--- config.mk ---
export PLATFORM = sky130hd
export DESIGN_NAME = sync_type_length_deframer_core
export DESIGN_NICKNAME = d
export VERILOG_FILES = /design/src/rtl/core/stld_pkg.sv /design/src/rtl/core/stld_cfg_regs.sv /design/src/rtl/core/stld_in_stage.sv /design/src/rtl/core/stld_parser.sv /design/src/rtl/core/sync_type_length_deframer_core.sv
export SDC_FILE = /design/constraint.sdc
export NUM_CORES = 1
export LEC_CHECK = 0
export BUFFER_PORTS_ARGS = -buffer_cell sky130_fd_sc_hd__buf_2
export CORE_ASPECT_RATIO = 1.1
export CORE_MARGIN = 1
export CORE_UTILIZATION = 44
export CTS_CLUSTER_DIAMETER = 150
export DETAILED_ROUTE_END_ITERATION = 8
export GPL_TIMING_DRIVEN = 0
export PLACE_DENSITY = 0.75
export SLEW_MARGIN = 10
export SYNTH_ARGS = -nofsm -noshare
export SYNTH_HDL_FRONTEND = slang
export SYNTH_HIERARCHICAL = 1
export SYNTH_SLANG_ARGS = --single-unit
--- constraint.sdc ---
create_clock -name clk -period 4.76 [get_ports clk]
set_input_delay 0.476 -clock clk [delete_from_list [all_inputs] [get_ports clk]]
set_output_delay 0.476 -clock clk [all_outputs]
set_load 0.01 [all_outputs]
--- src/rtl/core/stld_pkg.sv ---
`timescale 1ns / 1ps
// ----------------------------------------------------------------------------
// stld_pkg
// Types and constants shared by the start/type/size frame deframer.
// ----------------------------------------------------------------------------
package stld_pkg;

    localparam int PAYLOAD_LIMIT = 64;

    localparam logic [7:0] SYNC_BYTE_RESET   = 8'd170;
    localparam logic [6:0] MAX_PAYLOAD_RESET = 7'd64;

    localparam logic [0:0] CFG_SYNC_BYTE   = 1'b0;
    localparam logic [0:0] CFG_MAX_PAYLOAD = 1'b1;

    typedef enum logic [2:0] {
        PH_HUNT = 3'd0,
        PH_TYPE = 3'd1,
        PH_SIZE = 3'd2,
        PH_DATA = 3'd3,
        PH_SKIP = 3'd4
    } stld_phase_t;

    typedef enum logic [1:0] {
        ST_BUSY = 2'd0,
        ST_DONE = 2'd1,
        ST_ERR  = 2'd2
    } stld_status_t;

    typedef struct packed {
        logic [7:0] rx_byte;
        logic       end_of_packet;
    } stld_in_t;

    typedef struct packed {
        logic         data_valid;
        logic [7:0]   payload_byte;
        logic [5:0]   byte_index;
        logic [7:0]   message_type;
        logic [7:0]   message_size;
        stld_status_t status;
    } stld_out_t;

    typedef struct packed {
        logic     valid;
        stld_in_t beat;
    } stld_stage_t;

    typedef struct packed {
        logic [7:0] sync_byte;
        logic [6:0] max_payload;
    } stld_cfg_t;

endpackage

--- src/rtl/core/stld_cfg_regs.sv ---
`timescale 1ns / 1ps
// ----------------------------------------------------------------------------
// stld_cfg_regs
// Configuration register file: start byte and payload size limit.
// ----------------------------------------------------------------------------
module stld_cfg_regs
(
    input  logic                clk,
    input  logic                rst_n,
    input  logic                cfg_valid,
    output logic                cfg_ready,
    input  logic [0:0]          cfg_index,
    input  logic [7:0]          cfg_data,
    output stld_pkg::stld_cfg_t cfg
);

    logic [7:0] sync_byte_reg;
    logic [6:0] max_payload_reg;

    assign cfg_ready = 1'b1;

    always_ff @(posedge clk or negedge rst_n)
    begin
        if (!rst_n)
        begin
            sync_byte_reg   <= stld_pkg::SYNC_BYTE_RESET;
            max_payload_reg <= stld_pkg::MAX_PAYLOAD_RESET;
        end
        else if (cfg_valid)
        begin
            case (cfg_index)
                stld_pkg::CFG_SYNC_BYTE:   sync_byte_reg   <= cfg_data;
                stld_pkg::CFG_MAX_PAYLOAD: max_payload_reg <= cfg_data[6:0];
                default: ;
            endcase
        end
    end

    assign cfg.sync_byte   = sync_byte_reg;
    assign cfg.max_payload = max_payload_reg;

endmodule

--- src/rtl/core/stld_in_stage.sv ---
`timescale 1ns / 1ps
// ----------------------------------------------------------------------------
// stld_in_stage
// Input register: captures one received beat and holds it for the parser.
// ----------------------------------------------------------------------------
module stld_in_stage
(
    input  logic                  clk,
    input  logic                  rst_n,
    input  logic                  in_valid,
    output logic                  in_ready,
    input  stld_pkg::stld_in_t    in_data,
    input  logic                  adv,
    output stld_pkg::stld_stage_t stage
);

    logic               valid_reg;
    stld_pkg::stld_in_t beat_reg;

    // free when empty or when the held beat moves on this cycle
    assign in_ready = !valid_reg || adv;

    always_ff @(posedge clk or negedge rst_n)
    begin
        if (!rst_n)
        begin
            valid_reg <= 1'b0;
        end
        else if (in_ready)
        begin
            valid_reg <= in_valid;
        end
    end

    always_ff @(posedge clk)
    begin
        if (in_valid && in_ready)
        begin
            beat_reg <= in_data;
        end
    end

    assign stage.valid = valid_reg;
    assign stage.beat  = beat_reg;

endmodule

--- src/rtl/core/stld_parser.sv ---
`timescale 1ns / 1ps
// ----------------------------------------------------------------------------
// stld_parser
// Frame state machine and result register: one beat per cycle unless a stalled result holds it.
// ----------------------------------------------------------------------------
module stld_parser
(
    input  logic                  clk,
    input  logic                  rst_n,
    input  stld_pkg::stld_stage_t stage,
    input  stld_pkg::stld_cfg_t   cfg,
    output logic                  adv,
    output logic                  out_valid,
    input  logic                  out_ready,
    output stld_pkg::stld_out_t   out_data
);

    stld_pkg::stld_phase_t phase_reg, phase_next;
    logic [7:0]            type_reg, type_next;
    logic [7:0]            size_reg, size_next;
    logic [6:0]            count_reg, count_next;
    logic                  out_valid_reg;
    stld_pkg::stld_out_t   out_reg;

    logic                  fire;
    logic                  res_valid;
    stld_pkg::stld_out_t   res;
    logic [7:0]            b;
    logic                  eop;
    logic [7:0]            limit;
    logic [6:0]            count_inc;
    logic                  payload_done;

    assign adv  = !out_valid_reg || out_ready;
    assign fire = stage.valid && adv;
    assign b    = stage.beat.rx_byte;
    assign eop  = stage.beat.end_of_packet;

    assign limit = ({1'b0, cfg.max_payload} > 8'(stld_pkg::PAYLOAD_LIMIT))
                 ? 8'(stld_pkg::PAYLOAD_LIMIT) : {1'b0, cfg.max_payload};

    assign count_inc    = count_reg + 7'd1;
    assign payload_done = {1'b0, count_inc} >= size_reg;

    always_comb
    begin
        phase_next = phase_reg;
        type_next  = type_reg;
        size_next  = size_reg;
        count_next = count_reg;
        res_valid  = 1'b0;
        res              = '0;
        res.message_type = type_reg;
        res.message_size = size_reg;
        res.status       = stld_pkg::ST_BUSY;

        case (phase_reg)
            stld_pkg::PH_TYPE:
            begin
                type_next        = b;
                res.message_type = b;
                if (eop)
                begin
                    phase_next = stld_pkg::PH_HUNT;
                    res_valid  = 1'b1;
                    res.status = stld_pkg::ST_ERR;
                end
                else
                begin
                    phase_next = stld_pkg::PH_SIZE;
                end
            end

            stld_pkg::PH_SIZE:
            begin
                size_next        = b;
                count_next       = '0;
                res.message_size = b;
                if (b > limit)
                begin
                    phase_next = eop ? stld_pkg::PH_HUNT : stld_pkg::PH_SKIP;
                    res_valid  = 1'b1;
                    res.status = stld_pkg::ST_ERR;
                end
                else if (b == 8'd0)
                begin
                    phase_next = eop ? stld_pkg::PH_HUNT : stld_pkg::PH_SKIP;
                    res_valid  = 1'b1;
                    res.status = stld_pkg::ST_DONE;
                end
                else if (eop)
                begin
                    phase_next = stld_pkg::PH_HUNT;
                    res_valid  = 1'b1;
                    res.status = stld_pkg::ST_ERR;
                end
                else
                begin
                    phase_next = stld_pkg::PH_DATA;
                end
            end

            stld_pkg::PH_DATA:
            begin
                count_next       = count_inc;
                res_valid        = 1'b1;
                res.data_valid   = 1'b1;
                res.payload_byte = b;
                res.byte_index   = count_reg[5:0];
                if (payload_done)
                begin
                    res.status = stld_pkg::ST_DONE;
                    phase_next = eop ? stld_pkg::PH_HUNT : stld_pkg::PH_SKIP;
                end
                else if (eop)
                begin
                    // packet ended short of the declared size
                    res.status = stld_pkg::ST_ERR;
                    phase_next = stld_pkg::PH_HUNT;
                end
            end

            stld_pkg::PH_SKIP:
            begin
                if (eop)
                begin
                    phase_next = stld_pkg::PH_HUNT;
                end
            end

            default:
            begin
                phase_next       = stld_pkg::PH_HUNT;
                res.message_type = '0;
                res.message_size = '0;
                if (b == cfg.sync_byte)
                begin
                    type_next  = '0;
                    size_next  = '0;
                    count_next = '0;
                    if (eop)
                    begin
                        res_valid  = 1'b1;
                        res.status = stld_pkg::ST_ERR;
                    end
                    else
                    begin
                        phase_next = stld_pkg::PH_TYPE;
                    end
                end
                else if (eop)
                begin
                    // no start byte anywhere in the packet
                    res_valid  = 1'b1;
                    res.status = stld_pkg::ST_ERR;
                end
            end
        endcase
    end

    always_ff @(posedge clk or negedge rst_n)
    begin
        if (!rst_n)
        begin
            phase_reg     <= stld_pkg::PH_HUNT;
            type_reg      <= '0;
            size_reg      <= '0;
            count_reg     <= '0;
            out_valid_reg <= 1'b0;
        end
        else
        begin
            if (fire)
            begin
                phase_reg <= phase_next;
                type_reg  <= type_next;
                size_reg  <= size_next;
                count_reg <= count_next;
            end
            if (adv)
            begin
                out_valid_reg <= fire && res_valid;
            end
        end
    end

    always_ff @(posedge clk)
    begin
        if (fire && res_valid)
        begin
            out_reg <= res;
        end
    end

    assign out_valid = out_valid_reg;
    assign out_data  = out_reg;

endmodule

--- src/rtl/core/sync_type_length_deframer_core.sv ---
`timescale 1ns / 1ps
// ----------------------------------------------------------------------------
// sync_type_length_deframer_core
// Parses start/type/size/payload messages out of a stream of packet bytes.
// ----------------------------------------------------------------------------
// Input channel: one received byte per beat, marked when it ends its packet.
// Output channel: one result beat per payload byte, per completed message
// with empty payload, and per frame error; other bytes give no result.
// Configuration channel: index 0 is the start byte, index 1 the payload
// size limit (clamped to 64). Write only while the block is idle.
// Path: an accepted input beat passes through the input register, then
// the result register, before its result beat is presented.
// Throughput: one beat per cycle while the receiver takes results; the
// frame state update is combinational compare logic between the registers.
// Reset: the parser hunts for a start byte, held type and size are zero,
// and the configuration returns to start byte 0xAA and limit 64.
// Receiver stall: the result register holds its beat; an empty input
// register takes one further input beat, then in_ready drops.
// ----------------------------------------------------------------------------
module sync_type_length_deframer_core
(
    input  logic                clk,
    input  logic                rst_n,
    input  logic                in_valid,
    output logic                in_ready,
    input  stld_pkg::stld_in_t  in_data,
    output logic                out_valid,
    input  logic                out_ready,
    output stld_pkg::stld_out_t out_data,
    input  logic                cfg_valid,
    output logic                cfg_ready,
    input  logic [0:0]          cfg_index,
    input  logic [7:0]          cfg_data
);

    stld_pkg::stld_cfg_t   cfg;
    stld_pkg::stld_stage_t stage;
    logic                  adv;

    stld_cfg_regs u_cfg
    (
        .clk       (clk),
        .rst_n     (rst_n),
        .cfg_valid (cfg_valid),
        .cfg_ready (cfg_ready),
        .cfg_index (cfg_index),
        .cfg_data  (cfg_data),
        .cfg       (cfg)
    );

    stld_in_stage u_in
    (
        .clk      (clk),
        .rst_n    (rst_n),
        .in_valid (in_valid),
        .in_ready (in_ready),
        .in_data  (in_data),
        .adv      (adv),
        .stage    (stage)
    );

    stld_parser u_parser
    (
        .clk       (clk),
        .rst_n     (rst_n),
        .stage     (stage),
        .cfg       (cfg),
        .adv       (adv),
        .out_valid (out_valid),
        .out_ready (out_ready),
        .out_data  (out_data)
    );

endmodule

# After elaboration in Yosys (flattened, before gate mapping)
# Index checks and enable logic that the tools add are counted.
dict set report op_classes {
  add_sub_neg 1
  n_lt_le_gt_ge 3
  n_eq_ne 5
  muxes 28
  bitwise 4
  reduce_logical 19
}
# operator count
set ops {}
lappend ops {{8-bit case mux with 2 select lines} 4}
lappend ops {{7-bit case mux with 3 select lines} 1}
lappend ops {{3-bit two-way mux} 6}
lappend ops {{15-bit two-way mux} 1}
lappend ops {{7-bit two-way mux} 2}
lappend ops {{2-bit two-way mux} 6}
lappend ops {{3-bit case mux with 4 select lines} 1}
lappend ops {{3-bit AND reduction} 3}
lappend ops {{8-bit equality test} 1}
lappend ops {{7-bit by 8-bit >= comparator with 1-bit output} 1}
lappend ops {{8-bit greater-than comparator} 1}
lappend ops {{8-bit logical NOT} 1}
lappend ops {{8-bit two-way mux} 1}
lappend ops {{7-bit by 1-bit adder with 7-bit output (second input constant)} 1}
lappend ops {{7-bit greater-than comparator (second input constant)} 1}
lappend ops {{3-bit by 2-bit equality test with 1-bit output (second input constant)} 2}
lappend ops {{2-bit case mux with 3 select lines} 1}
lappend ops {{3-bit OR reduction} 2}
lappend ops {{1-bit two-way mux} 4}
lappend ops {{1-bit NOT} 4}
lappend ops {{2-bit AND reduction} 2}
lappend ops {{2-bit nonzero test} 2}
lappend ops {{3-bit by 1-bit equality test with 1-bit output (second input constant)} 1}
lappend ops {{3-bit equality test (second input constant)} 1}
lappend ops {{6 further kinds} 10}
dict set report word_totals {
  ff_bits 85
  word_cells 76
}

# Depth between registers and ports, before layout
# Gate-level depths: netlist of the first run.
dict set report logic_depth {
  depth_word 6
  depth_mapped 9
  depth_no_buf 9
}

# Modules after synthesis
# The synthesis of the first run kept the hierarchy.
# mod instances cells_per_inst area_each_um2 seq_area_each_um2
set by_module_without_submodules {}
lappend by_module_without_submodules {stld_parser 1 273 3153.0 1666.6}
lappend by_module_without_submodules {stld_cfg_regs 1 35 623.1 381.6}
lappend by_module_without_submodules {stld_in_stage 1 14 331.6 295.3}

# Worst setup path before layout of the first run
# OpenSTA, ideal clock, no wires.
dict set report synth_timing {
  kind {flip-flop to flip-flop}
  from {register u_cfg.max_payload_reg[6]}
  to {register u_parser.out_reg, in the netlist u_parser/out_data[0] (enable)}
  setup_time_ns 0.464
  arrival_ns 3.781
  required_ns 4.296
  slack_ns 0.515
  path_stages_with_launch 8
  path_buffers 0
  synth_period_minus_slack_ns 4.245
  path_cell_list {dfstp_2 > inv_1 > ha_1 > nand4b_1 > nor2_1 > or2_2 > and4_1 > nor3_1}
}
dict set report synth_via {
  elab_chain_len 6
}
# element line_no
set synth_lines {}
lappend synth_lines {{from (decl)} stld_cfg_regs.sv:18} ;# logic [6:0] max_payload_reg;
lappend synth_lines {{from (signal assigned)} stld_cfg_regs.sv:27} ;# max_payload_reg <= stld_pkg::MAX_PAYLOAD_RESET;
lappend synth_lines {{from (signal assigned)} stld_cfg_regs.sv:33} ;# stld_pkg::CFG_MAX_PAYLOAD: max_payload_reg <= cfg_data[6:0];
lappend synth_lines {{7-bit greater-than comparator} stld_parser.sv:39} ;# assign limit = ({1'b0, cfg.max_payload} > 8'(stld_pkg::PAYLOAD_LIMIT))
lappend synth_lines {{7-bit two-way mux (*)} stld_parser.sv:40} ;# ? 8'(stld_pkg::PAYLOAD_LIMIT) : {1'b0, cfg.max_payload};
lappend synth_lines {{8-bit greater-than comparator (*)} stld_parser.sv:79} ;# if (b > limit)
lappend synth_lines {{1-bit two-way mux (*)} stld_parser.sv:79}
lappend synth_lines {{1-bit case mux with 3 select lines (*)} stld_parser.sv:57} ;# case (phase_reg)
lappend synth_lines {{1-bit logical AND (*)} stld_parser.sv:189} ;# if (fire && res_valid)
lappend synth_lines {{to (signal assigned)} stld_parser.sv:191} ;# out_reg <= res;
lappend synth_lines {{to (decl)} stld_parser.sv:23} ;# stld_pkg::stld_out_t out_reg;
# Mark *: on every way between the ends. The rest lies on a longest branch, timed or not.
# A chain may end at the register's enable or synchronous reset.

# Final worst setup path of the first run
dict set report layout_timing {
  from {register u_cfg.max_payload_reg[6]}
  to {register u_parser.out_reg, in the netlist u_parser/out_data[31] (enable)}
}
# Same word-level chain as after synthesis.

==> metrics.md, run 1 <==
| Metric | Value |
|---|---|
| CTS tree | `done` |
| Clock tree buffer depth | `2` |
| Tightest Pin Transition | `between 900 and 1000 ps` |
| Predominant post-synthesis flop cell | `edfxtp_1` |
| Rows | `36` |
| Final hold viol count | `0` |
| M1 WL | `~3.6 mm` |
| Post-synth top area cell | `edfxtp_1` |
| Clk slew on worst S/H paths | `approximately 90 ps` |
| Antenna violations before repair | `0` |
| Setup ws final | `1920 ps` |
| Total vias in the final route | `2812` |
| Initial Util | `45.8%` |
| DRT Pass-1 Iters | `4` |
| Max-Cap Viols | `0` |
| Clock sinks | `85` |
| IO buf count | `57` |
| Final setup TNS | `0 ps` |
| Reg2Reg Setup Slack | `about 1900 ps` |
| Synthesized area | `between 0.004 and 0.005 mm^2` |
| Syn. warnings | `6` |
| Routed met2 length | `4.09 mm` |
| Pre-CTS setup slack | `1930 ps` |
| Compound-Gate Fraction of Synth Area | `12.7%` |
| Simple-gate portion of the synthesized area | `between 10% and 20%` |
| Worst VDD drop | `197 uV` |
| EDFF count, synth | `42` |
| Setup violators final | `0` |
| First-pass GRT wire length | `roughly 14 mm` |
| Share of cells above drive strength 1 | `29.6%` |
| Post_cts resized | `0` |
| Fraction of synthesized cell area in xor and xnor cells | `under 10%` |
| Core area | `0.00896 mm^2` |
| Register bit total from synthesis | `85` |
| Antenna Nets Post-Route | `0` |
| Reg2reg start | `u_cfg/max_payload_reg[6]$_DFFE_PN1P_` |
| Mapped Nets | `360` |
| Max Freq | `around 350 MHz` |
| Fin crit share | `around three fifths` |
| Largest family of logic cells by synthesized area | `simple AND/OR/NAND/NOR gates` |
| Netlist cell types | `58` |
| DR WL/cell | `16.4 um` |
| Post-synthesis adder-cell area fraction | `4.57%` |
| Post-synth top area share | `a little under a third` |
| Nets | `approximately 430` |
| Max_slew headroom | `34.8%` |
| Cts hold-fix bufs | `0` |
| Die X | `94.1 um` |
| Worst Skew | `between 10 and 15 ps` |
| Largest register FFs | `33` |
| Placed cells | `496` |
| Total GRT Usage | `a little under a fifth` |
| Hold Crit Class | `input pin to asynchronous set/reset pin` |
| Tmin final | `roughly 2800 ps` |
| H-Tree Depth | `3` |
| Layout area overhead | `16.2%` |
| Gate Count Post-Synth | `~320` |
| Max layer used | `met4` |
| GR Overflow Total | `0` |
| Die span in y | `103 um` |
| Drt drc | `0` |
| Critical Path Fanout Max | `13` |
| Ports | `59` |
| Clk root buf | `clkbuf_8` |
| Main area contributors after synthesis | `edfxtp_1 31%, dfrtp_1 23%, ha_1 4.6%` |
| R2r endpoint | `u_parser/out_data[31]$_SDFFCE_PN0P_` |
| Post-DR vias/cell | `5.49` |
| Setup crit end kind | `flop` |
| Pwr Density | `331 mW/mm^2` |
| Mux cell area share after synthesis | `under 10%` |
| Routed WL | `8.39 mm` |
| Reg2reg path depth | `10` |
| Setup crit start kind | `flop` |
| Leakage | `roughly 2.2 nW` |
| Avg Synthesized Cell Area | `12.8 um^2` |
| Diode count | `0` |
| RSZ-0062 raised after global routing | `no` |
| WL met3 | `569 um` |
| Fin. max-slew vios | `0` |
| Largest net degree at the start of global routing | `44` |
| Post-CTS setup buffer count | `0` |
| Die area | `slightly below 0.01 mm^2` |
| Finished Layout Cells | `512` |
| Clk Latency, worst-skew pair | `360 ps` |
| Synth async-reset ratio | `50.6%` |
| Setup CP Type | `flop to flop` |
| Worst path required time | `4820 ps` |
| DR iter-0 viols | `188` |
| CTS Buf Count | `9` |
| WP data arrival | `2900 ps` |
| Vias in the first global route | `2720` |
| Outcome | `completed` |
| Sequential fraction of the synthesis area | `around 57%` |
| Total power | `1.58 mW` |
| GP Congestion | `0.856` |
| Detailed placement HPWL | `6.11 mm` |
## report_power, final
group | switching (mW) | internal, mW | total (mW)
sequential | 0.0393 | 0.829 | 0.868
clock | 0.268 | 0.245 | 0.513
combinational | 0.107 | 0.0940 | 0.201
total | 0.414 | 1.17 | 1.58
## cell families (layout without fill, tap and decap cells)
family / count (synthesis) / after routing
other cells: 1 / 1
mux: 24 / 24
xor+xnor: 13 / 13
compound gates: 67 / 67
flops: 85 / 85
simple gates: 93 / 93
fa+ha+maj: 15 / 15
buf+inv: 24 / 100
## routing by layer
layer  vias to the layer above  global-route usage [%]
met1                      1362                    24.2
li1                       1338                       -
met2                       103                    32.1
met5                         -                       0
met3                         9                    3.00
met4                         0                    7.81
## worst max path at each step
stage,endpoint,startpoint,slack [ps],cells past startpoint
floorplan,u_parser/out_data[0]$_DFFE_PP_,u_cfg/max_payload_reg[6]$_DFFE_PN1P_,520,7
global placement,u_parser/out_data[22]$_SDFFCE_PN0P_,u_in/stage[6]$_DFFE_PP_,-520,6
detailed placement,u_parser/out_data[21]$_SDFFCE_PN0P_,u_in/stage[6]$_DFFE_PP_,1930,8
CTS,u_parser/out_data[31]$_SDFFCE_PN0P_,u_in/stage[6]$_DFFE_PP_,1910,8
global route,u_parser/out_data[31]$_SDFFCE_PN0P_,u_cfg/max_payload_reg[6]$_DFFE_PN1P_,1680,10
finish,u_parser/out_data[31]$_SDFFCE_PN0P_,u_cfg/max_payload_reg[6]$_DFFE_PN1P_,1920,10
## placed cells by master (no fill, tap or decap), drive strengths merged, types with 8 or more instances in the layout
cell type	instances
a21o	11
nand2	20
buf	64
nor2	13
inv	13
edfxtp	42
dfrtp	38
and3	13
a22o	17
nand2b	9
clkbuf	17
mux2	24
ha	15
and2	8
xor2	11
## cells in the mapped netlist (3+ instances only)
cell type,number
edfxtp_1,42
dfrtp_1,38
nand2_1,19
a22o_1,17
ha_1,15
mux2_2,15
and3_1,13
nor2_1,13
inv_1,12
a21o_1,11
xor2_1,11
mux2_4,8
nand2b_1,8
and2_1,7
clkbuf_1,7
a21oi_1,6
nand3_1,6
nor2b_1,6
dfstp_2,5
o21ai_0,5
a22oi_1,4
nor3_1,4
a2bb2oi_1,3
o211ai_1,3
## cell type report
type | instances | area [um^2]
tap | 114 | 143
buffer | 12 | 62.6
clock buffer | 9 | 124
clock inverter | 7 | 75.1
fill | 788 | 4190
inverter | 12 | 45.0
multi-input combinational | 213 | 1660
sequential | 85 | 2340
timing repair buffer | 60 | 319
## worst max-delay path, cell delays in order, from the launching register on
cell and delay (ps):
dfstp_2 550, inv_1 100, nand2_1 90, ha_1 250
nand4_1 120, nor2b_1 180, o21ai_0 160, and4_1 230
nor3_2 470, buf_6 240, buf_6 170
## stage by stage
stage	util [%]	hold slack, ps	area, um^2
final	53.3	281	4770
after CTS	53.3	283	4770
after floorplan	-	180	4110
after global routing	53.3	277	4770
after global placement	50.6	467	4540
after detailed placement	51.0	489	4570
Power figures use the tool's default switching activity.
==> run 2: changes to the inputs <==
Settings changed: ABC_AREA set to 1, PLACE_DENSITY 0.75 to 0.77.
Clock period 4.76 ns to 2.41 ns, I/O delays scaled along.
==> run 2 against run 1 <==
Global-route usage is 0.48 points higher. Sequential power is 140% higher. Non-clock buffer count is 1 higher. Cell count is 28% higher. Clock power is 95% higher. Clock skew is 5.0 ps higher. The flow now finishes with violations (negative setup slack). Critical path type unchanged. Largest cell class unchanged. Worst hold slack worse by 230 ps. Register-to-register slack worse by 2100 ps. Utilization is 2.4 points higher. Via count is 17% higher.
==> metrics.md, run 2 <==
| Metric | Value |
|---|---|
| Setup crit end kind | `flop (unchanged)` |
| Register bit total from synthesis | `85 (unchanged)` |
| Clock power frac | `22.2% (was 32.4%)` |
| Total vias in the final route | `3281 (was 2812)` |
| RSZ-0062 raised after global routing | `yes (was no)` |
| Synthesized area | `0.00418 mm^2 (was 0.00411 mm^2)` |
| DR iter-0 viols | `199 (was 188)` |
| Reg2reg start | `u_cfg/max_payload_reg[3]$_DFFE_PN0P_ (was u_cfg/max_payload_reg[6]$_DFFE_PN1P_)` |
| H-Tree Depth | `3 (unchanged)` |
| CTS Buf Count | `9 (unchanged)` |
| Post-layout instance area | `0.00504 mm^2 (was 0.00477 mm^2)` |
| Rows | `36 (unchanged)` |
| Hold Crit Class | `input pin to asynchronous set/reset pin (unchanged)` |
| Commonest non-fill, non-tap cell in the layout | `nand2_1 (was buf_2)` |
| Die span in y | `104 um (was 103 um)` |
| Reg2Reg Setup Slack | `-200 ps (was 1920 ps)` |
| Area of the multi-input gates | `0.00167 mm^2 (was 0.00166 mm^2)` |
| R2r endpoint | `u_parser/out_data[0]$_DFFE_PP_ (was u_parser/out_data[31]$_SDFFCE_PN0P_)` |
| Sw Share | `35.4% (was 26.2%)` |
| Nets | `572 (was 431)` |
| IO buf count | `55 (was 57)` |
| EDFF count, synth | `42 (unchanged)` |
| First-pass GRT wire length | `14.6 mm (was 13.6 mm)` |
| Tightest Pin Transition | `992 ps (was 977 ps)` |
| Reg area | `0.00234 mm^2 (unchanged)` |
| Internal power | `2.91 mW (was 1.17 mW)` |
| Total GRT Usage | `19.3% (was 18.9%)` |
| Initial Util | `46.1% (was 45.8%)` |
| Drt drc | `0 (unchanged)` |
| Count leader, synth | `nand2_1 (was edfxtp_1)` |
| Largest net degree at the start of global routing | `44 (unchanged)` |
| Sequential fraction of the synthesis area | `56.1% (was 57.1%)` |
| Diode count | `0 (unchanged)` |
| Avg Synthesized Cell Area | `9.14 um^2 (was 12.8 um^2)` |
| Final setup TNS | `-6330 ps (was 0 ps)` |
| Max-Cap Viols | `0 (unchanged)` |
| Worst path required time | `2520 ps (was 4820 ps)` |
| Delay-heaviest family, CP | `simple AND/OR/NAND/NOR gates (unchanged)` |
| Buf/Inv on CP | `2 (was 3)` |
| Mapped Nets | `495 (was 360)` |
| Vias in the first global route | `3197 (was 2720)` |
| Clk root buf | `clkbuf_8 (unchanged)` |
| Layout area overhead | `20.7% (was 16.2%)` |
| GP Congestion | `0.893 (was 0.856)` |
| DR WL/cell | `14.0 um (was 16.4 um)` |
| Gate Count Post-Synth | `457 (was 322)` |
| Reg2reg path depth | `15 (was 10)` |
| Post-DP Area | `0.00461 mm^2 (was 0.00457 mm^2)` |
| Total power | `4.51 mW (was 1.58 mW)` |
| Clock sinks | `85 (unchanged)` |
| Crit-path cells | `nor4_2 > nand2_1 > nand2_4 > nand2_2 > ha_4 > nand2_4 > nor3_4 > nand4_1 > nand2_2 > nand2_1 > nand2_1 > nand2_2 > nand2_4 > clkinvlp_4 > buf_12 (was inv_1 > nand2_1 > ha_1 > nand4_1 > nor2b_1 > o21ai_0 > and4_1 > nor3_2 > buf_6 > buf_6)` |
| Setup CP Type | `flop to flop (unchanged)` |
| Post-DR vias/cell | `5.02 (was 5.49)` |
| Fillers | `804 (was 788)` |
| DRT Pass-1 Iters | `5 (was 4)` |
| Ports | `59 (unchanged)` |
| Antenna violations before repair | `0 (unchanged)` |
| Max_slew headroom | `33.8% (was 34.8%)` |
| Setup crit start kind | `flop (unchanged)` |
| Pwr Density | `895 mW/mm^2 (was 331 mW/mm^2)` |
| Outcome | `finished, violations left (was completed)` |
| Predominant post-synthesis flop cell | `edfxtp_1 (unchanged)` |
| Fin util | `55.7% (was 53.3%)` |
| Switch Pwr | `1.60 mW (was 0.414 mW)` |
| Clk slew on worst S/H paths | `90 ps (about the same)` |
| Failing checks | `negative setup slack` |
| Netlist cell types | `34 (was 58)` |
| Syn. warnings | `6 (unchanged)` |
| Fin crit share | `108% (was 59.6%)` |
| Crit-path max cell delay | `430 ps (was 550 ps)` |
| Setup ws final | `-197 ps (was 1920 ps)` |
| Largest register FFs | `33 (unchanged)` |
| Share of cells above drive strength 1 | `26.2% (was 29.6%)` |
| Critical Path Fanout Max | `17 (was 13)` |
| Leakage | `2.48 nW (was 2.17 nW)` |
| Die X | `94.9 um (was 94.1 um)` |
| Post-synth top area cell | `edfxtp_1 (unchanged)` |
| Setup violators final | `35 (was 0)` |
| Cts hold-fix bufs | `0 (unchanged)` |
| Main area contributors after synthesis | `edfxtp_1 30%, dfrtp_1 23%, nand2_1 16% (was edfxtp_1 31%, dfrtp_1 23%, ha_1 4.6%)` |
| Antenna Nets Post-Route | `0 (unchanged)` |
| Placed cells | `626 (was 496)` |
| Most frequent cells in the layout | `162 x nand2_1, 56 x buf_2, 52 x inv_1 (was 58 x buf_2, 42 x edfxtp_1, 38 x dfrtp_1)` |
| Die area | `0.00989 mm^2 (was 0.00973 mm^2)` |
| Fin. max-slew vios | `0 (unchanged)` |
| Clock tree buffer depth | `2 (unchanged)` |
| Tmin final | `2610 ps (was 2840 ps)` |
| Detailed placement HPWL | `6.14 mm (was 6.11 mm)` |
| Combinational group share of total power | `31.8% (was 12.7%)` |
| CTS tree | `done (unchanged)` |
| Core area | `0.00905 mm^2 (was 0.00896 mm^2)` |
| Worst VDD drop | `444 uV (was 197 uV)` |
| Routed WL | `9.17 mm (was 8.39 mm)` |
| Final hold viol count | `0 (unchanged)` |
| Synth async-reset ratio | `50.6% (unchanged)` |
| Finished Layout Cells | `653 (was 512)` |
| GR Overflow Total | `0 (unchanged)` |
| Post-synth top area share | `30.2% (was 30.7%)` |
| WP data arrival | `2710 ps (was 2900 ps)` |
| Top post-synthesis cells by count | `173 x nand2_1, 54 x inv_1, 42 x edfxtp_1, 38 x dfrtp_1, 27 x nor2_1 (was 42 x edfxtp_1, 38 x dfrtp_1, 19 x nand2_1, 17 x a22o_1)` |
| Flop pwr share | `45.9% (was 54.9%)` |
| Max Freq | `384 MHz (was 352 MHz)` |
| Clk Latency, worst-skew pair | `350 ps (was 360 ps)` |
| Slowest-stage cell, CP | `dfrtp_1 (was dfstp_2)` |
| Worst Skew | `15.2 ps (was 10.2 ps)` |
-- run 2: cell count changes after synthesis, moves of 9 or more --
cell	delta
nand2_1	+154
inv_1	+42
a22o_1	-17
nand3_1	+16
mux2_2	-15
nor2_1	+14
and3_1	-13
a21o_1	-11
o21ai_2	+9
-- run 2: cell type report --
| class | count | share of cell area (%) |
|---|---|---|
| clock inverters | 7 | 1.44 |
| plain buffers | 8 | 1.54 |
| inverters | 59 | 4.57 |
| clock buffers | 9 | 2.46 |
| repair inverters | 1 | 0.149 |
| multi-input cells | 305 | 33.1 |
| well taps | 114 | 2.83 |
| flip-flops and latches | 85 | 46.5 |
| repair buffers | 65 | 7.49 |
-- run 2: per-stage QoR --
step	setup slack, ps	hold slack [ps]
finish	-197	51.0
global route	-365	55.2
CTS	-67.8	50.4
detailed placement	-690	421
global placement	-560	418
floorplan	-181	-54.6
-- run 2: what timing repair did --
action / 4_1_cts / 5_1_grt
pin swaps: 3 / 3
setup buffers: 7 / 3
gates resized for setup: 7 / 21
hold endpoints to repair: 0 / 0
cloned: 1 / 0
endpoints found under the setup margin: 33 / 39
-- run 2: worst max-delay path by stage --
stage / start / endpoint / slack [ps] / cells after the start
6_report: u_cfg/max_payload_reg[3]$_DFFE_PN0P_ / u_parser/out_data[0]$_DFFE_PP_ / -200 / 15
3_5_place_dp: u_cfg/max_payload_reg[5]$_DFFE_PN0P_ / u_parser/out_data[19]$_SDFFCE_PN0P_ / -690 / 14
3_3_place_gp: u_cfg/max_payload_reg[5]$_DFFE_PN0P_ / u_parser/out_data[21]$_SDFFCE_PN0P_ / -560 / 14
5_1_grt: u_cfg/max_payload_reg[3]$_DFFE_PN0P_ / u_parser/out_data[29]$_SDFFCE_PN0P_ / -360 / 18
4_1_cts: u_cfg/max_payload_reg[2]$_DFFE_PN0P_ / u_parser/out_data[32]$_DFFE_PP_ / -70 / 15
2_1_floorplan: u_cfg/max_payload_reg[5]$_DFFE_PN0P_ / u_parser/out_data[0]$_DFFE_PP_ / -180 / 15
-- run 2: routing by layer --
metal / GRT usage (%) / up-vias / share of wire, %
met3: 4.53 / 17 / 7.3
met4: 8.55 / 0 / 2.0
li1: - / 1614 / -
met2: 30.3 / 137 / 49
met1: 25.3 / 1513 / 42
met5: 0 / - / 0
-- run 2: cell families after synthesis --
logic type / Yosys count / share of synthesized area, %
AND/OR/NAND/NOR: 243 / 24.6
flip-flops: 85 / 56.1
buffers and inverters: 67 / 7.28
AO/OA/AOI/OAI: 36 / 5.36
adder cells (fa/ha/maj): 15 / 4.49
XOR/XNOR: 10 / 2.10
other: 1 / 0.0898
-- run 2: power groups by stage --
stage / sequential [mW] / clock [mW] / combinational [mW]
6_report: 2.07 / 1.00 / 1.44
5_1_grt: 2.11 / 1.08 / 1.61
4_1_cts: 2.07 / 1.03 / 1.36
3_5_place_dp: 2.10 / 0 / 1.27
3_3_place_gp: 2.09 / 0 / 1.20
2_1_floorplan: 2.12 / 0 / 0.841
==> run 3: changes to the inputs <==
Settings changed: ABC_AREA 1 to not set, CORE_UTILIZATION 44 to 47, PLACE_DENSITY 0.77 to 0.73.
==> run 3 against run 2 <==
The flow now finishes without violations. Die area fell by 7.8%. Sequential power is 18% lower. Total power is 27% lower. Count of clock-buffer cells in the layout grew 1. Critical endpoint is now u_parser/out_data[1]$_DFFE_PP_. Highest routed layer unchanged. Combinational power down 63%. Clock skew down 1.3 ps. Register-to-register slack better by 210 ps. Setup slack improved by 210 ps.
==> metrics.md, run 3 (synthesis gave the netlist of run 1 again) <==
| Metric | Value |
|---|---|
| Most frequent cells in the layout | `58 x buf_2, 42 x edfxtp_1, 34 x dfrtp_1 (was 162 x nand2_1, 56 x buf_2, 52 x inv_1)` |
| Final hold viol count | `0 (unchanged)` |
| CTS tree | `done (unchanged)` |
| Die X | `91.1 um (was 94.9 um)` |
| Buf/Inv on CP | `0 (was 2)` |
| Commonest non-fill, non-tap cell in the layout | `buf_2 (was nand2_1)` |
| Met1 track demand over resource | `27.5% (was 25.3%)` |
| Outcome | `completed (was finished, violations left)` |
| Post-layout instance area | `0.00513 mm^2 (was 0.00504 mm^2)` |
| Setup ws final | `13.8 ps (was -197 ps)` |
| Max_slew headroom | `33.7% (was 33.8%)` |
| DR iter-0 viols | `189 (was 199)` |
| Drt drc | `0 (unchanged)` |
| Ports | `59 (unchanged)` |
| RSZ-0062 raised after global routing | `yes (unchanged)` |
| Finished Layout Cells | `532 (was 653)` |
| Max-Cap Viols | `0 (unchanged)` |
| Met3 usage | `3.18% (was 4.53%)` |
| IO buf count | `57 (was 55)` |
| Internal power | `2.41 mW (was 2.91 mW)` |
| Sw Share | `26.4% (was 35.4%)` |
| Final setup TNS | `0 ps (was -6330 ps)` |
| Placed cells | `491 (was 626)` |
| Critical Path Fanout Max | `5 (was 17)` |
| Clock sinks | `85 (unchanged)` |
| Clock power frac | `31.8% (was 22.2%)` |
| Rows | `35 (was 36)` |
| Post-DP Area | `0.00458 mm^2 (was 0.00461 mm^2)` |
| Flop pwr share | `51.9% (was 45.9%)` |
| Diode count | `0 (unchanged)` |
| Pre-CTS setup slack | `-350 ps (was -690 ps)` |
| Fin crit share | `99.4% (was 108%)` |
| Gr busiest metal | `met2 (unchanged)` |
| Total vias in the final route | `2939 (was 3281)` |
| Crit-path max cell delay | `460 ps (was 430 ps)` |
| H-Tree Depth | `3 (unchanged)` |
| Crit-path cells | `ha_4 > nand2_1 > nor2_2 > xor2_1 > ha_1 > and4b_2 > o2111ai_2 > a31oi_1 > o211ai_1 (was nor4_2 > nand2_1 > nand2_4 > nand2_2 > ha_4 > nand2_4 > nor3_4 > nand4_1 > nand2_2 > nand2_1 > nand2_1 > nand2_2 > nand2_4 > clkinvlp_4 > buf_12)` |
| Clk slew on worst S/H paths | `90 ps (about the same)` |
| DRT Pass-1 Iters | `4 (was 5)` |
| WP data arrival | `2470 ps (was 2710 ps)` |
| Share of cells above drive strength 1 | `38.5% (was 26.2%)` |
| Tmin final | `2400 ps (was 2610 ps)` |
| Worst Skew | `13.9 ps (was 15.2 ps)` |
| Clk Latency, worst-skew pair | `350 ps (about the same)` |
| Combinational group share of total power | `16.3% (was 31.8%)` |
| Worst VDD drop | `362 uV (was 444 uV)` |
| Tightest Pin Transition | `995 ps (was 992 ps)` |
| Total power | `3.28 mW (was 4.51 mW)` |
| Hold_ws | `58.4 ps (was 51.0 ps)` |
| Leakage | `2.30 nW (was 2.48 nW)` |
| Setup CP Type | `flop to flop (unchanged)` |
| GP Congestion | `0.937 (was 0.893)` |
| Slowest-stage cell, CP | `dfrtp_2 (was dfrtp_1)` |
| Nets | `454 (was 572)` |
| GR Overflow Total | `0 (unchanged)` |
| Hold Crit Class | `input pin to asynchronous set/reset pin (unchanged)` |
| Die span in y | `100 um (was 104 um)` |
| Total GRT Usage | `20.9% (was 19.3%)` |
| DR WL/cell | `17.7 um (was 14.0 um)` |
| Switch Pwr | `0.867 mW (was 1.60 mW)` |
| Worst path required time | `2480 ps (was 2520 ps)` |
| Die area | `0.00912 mm^2 (was 0.00989 mm^2)` |
| Largest register FFs | `33 (unchanged)` |
| Routed WL | `9.40 mm (was 9.17 mm)` |
| Clock tree buffer depth | `2 (unchanged)` |
| Clk root buf | `clkbuf_8 (unchanged)` |
| Core area | `0.00841 mm^2 (was 0.00905 mm^2)` |
| Fin util | `61.0% (was 55.7%)` |
| Met2 Usage GRT | `35.5% (was 30.3%)` |
| Initial Util | `48.9% (was 46.1%)` |
| Setup crit end kind | `flop (unchanged)` |
| Detailed placement HPWL | `6.39 mm (was 6.14 mm)` |
| Setup crit start kind | `flop (unchanged)` |
| Fin. max-slew vios | `0 (unchanged)` |
| Antenna Nets Post-Route | `0 (unchanged)` |
| Antenna violations before repair | `0 (unchanged)` |
| Vias in the first global route | `2815 (was 3197)` |
| Max Freq | `417 MHz (was 384 MHz)` |
| Setup violators final | `0 (was 35)` |
| CTS Buf Count | `9 (unchanged)` |
| Layout area overhead | `24.9% (was 20.7%)` |
| Largest net degree at the start of global routing | `44 (unchanged)` |
| Delay-heaviest family, CP | `compound AO/OA/AOI/OAI gates (was simple AND/OR/NAND/NOR gates)` |
| Post-DR vias/cell | `5.52 (was 5.02)` |
| Pwr Density | `640 mW/mm^2 (was 895 mW/mm^2)` |
| First-pass GRT wire length | `14.4 mm (was 14.6 mm)` |
[run 3: path summary, 6_finish.rpt]
check / start / endpoint / slack, ps / cells past startpoint
max: u_parser/count_reg[0]$_DFFE_PN0P_ / u_parser/out_data[1]$_DFFE_PP_ / 10 / 9
min: rst_n / u_cfg/max_payload_reg[3]$_DFFE_PN0P_ / 60 / 1
max reg2reg: u_parser/count_reg[0]$_DFFE_PN0P_ / u_parser/out_data[1]$_DFFE_PP_ / 10 / 9
min reg2reg: u_parser/type_reg[7]$_DFFE_PN0P_ / u_parser/type_reg[7]$_DFFE_PN0P_ / 490 / 1
max in group asynchronous: rst_n / u_parser/count_reg[1]$_DFFE_PN0P_ / 1680 / 1
min in group clk: in_data[2] / u_in/stage[2]$_DFFE_PP_ / 70 / 1
[run 3: final cells by class]
class,instances,area [um^2]
buffer,12,62.6
clock buffer,10,138
clock inverter,6,70.1
fill,710,3280
inverter,12,47.5
multi-input combinational,213,1790
sequential,85,2350
tap,111,139
timing repair buffer,83,534
[run 3: metal layers]
layer	share of wire [%]	routed length, um	vias to the layer above
met2	51	4780	100
li1	-	-	1387
met1	42	3940	1438
met3	5.5	520	14
met5	0	0	-
met4	1.6	154	0
[run 3: worst reg2reg max path, delay by kind of cell, from the launching register on]
kind	cells	cell delay, ps
AOI/OAI and AO/OA	3	550
xor gates and xnor gates	1	180
adders and majority gates	2	530
DFF	1	460
and+or+nand+nor	3	400
[run 3: repair_timing]
| action | 4_1_cts | 5_1_grt |
|---|---|---|
| setup endpoints to repair | 57 | 54 |
| hold buffers | 0 | 0 |
| cloned | 0 | 2 |
| pin swaps | 2 | 11 |
| buffers inserted | 4 | 19 |
| resized for setup | 4 | 21 |
[run 3: power groups by stage]
stage / registers, mW / logic, mW / clock network, mW
floorplan: 1.74 / 0.260 / 0
global placement: 1.74 / 0.390 / 0
detailed placement: 1.74 / 0.407 / 0
CTS: 1.71 / 0.430 / 1.06
global route: 1.72 / 0.580 / 1.12
finish: 1.70 / 0.534 / 1.04
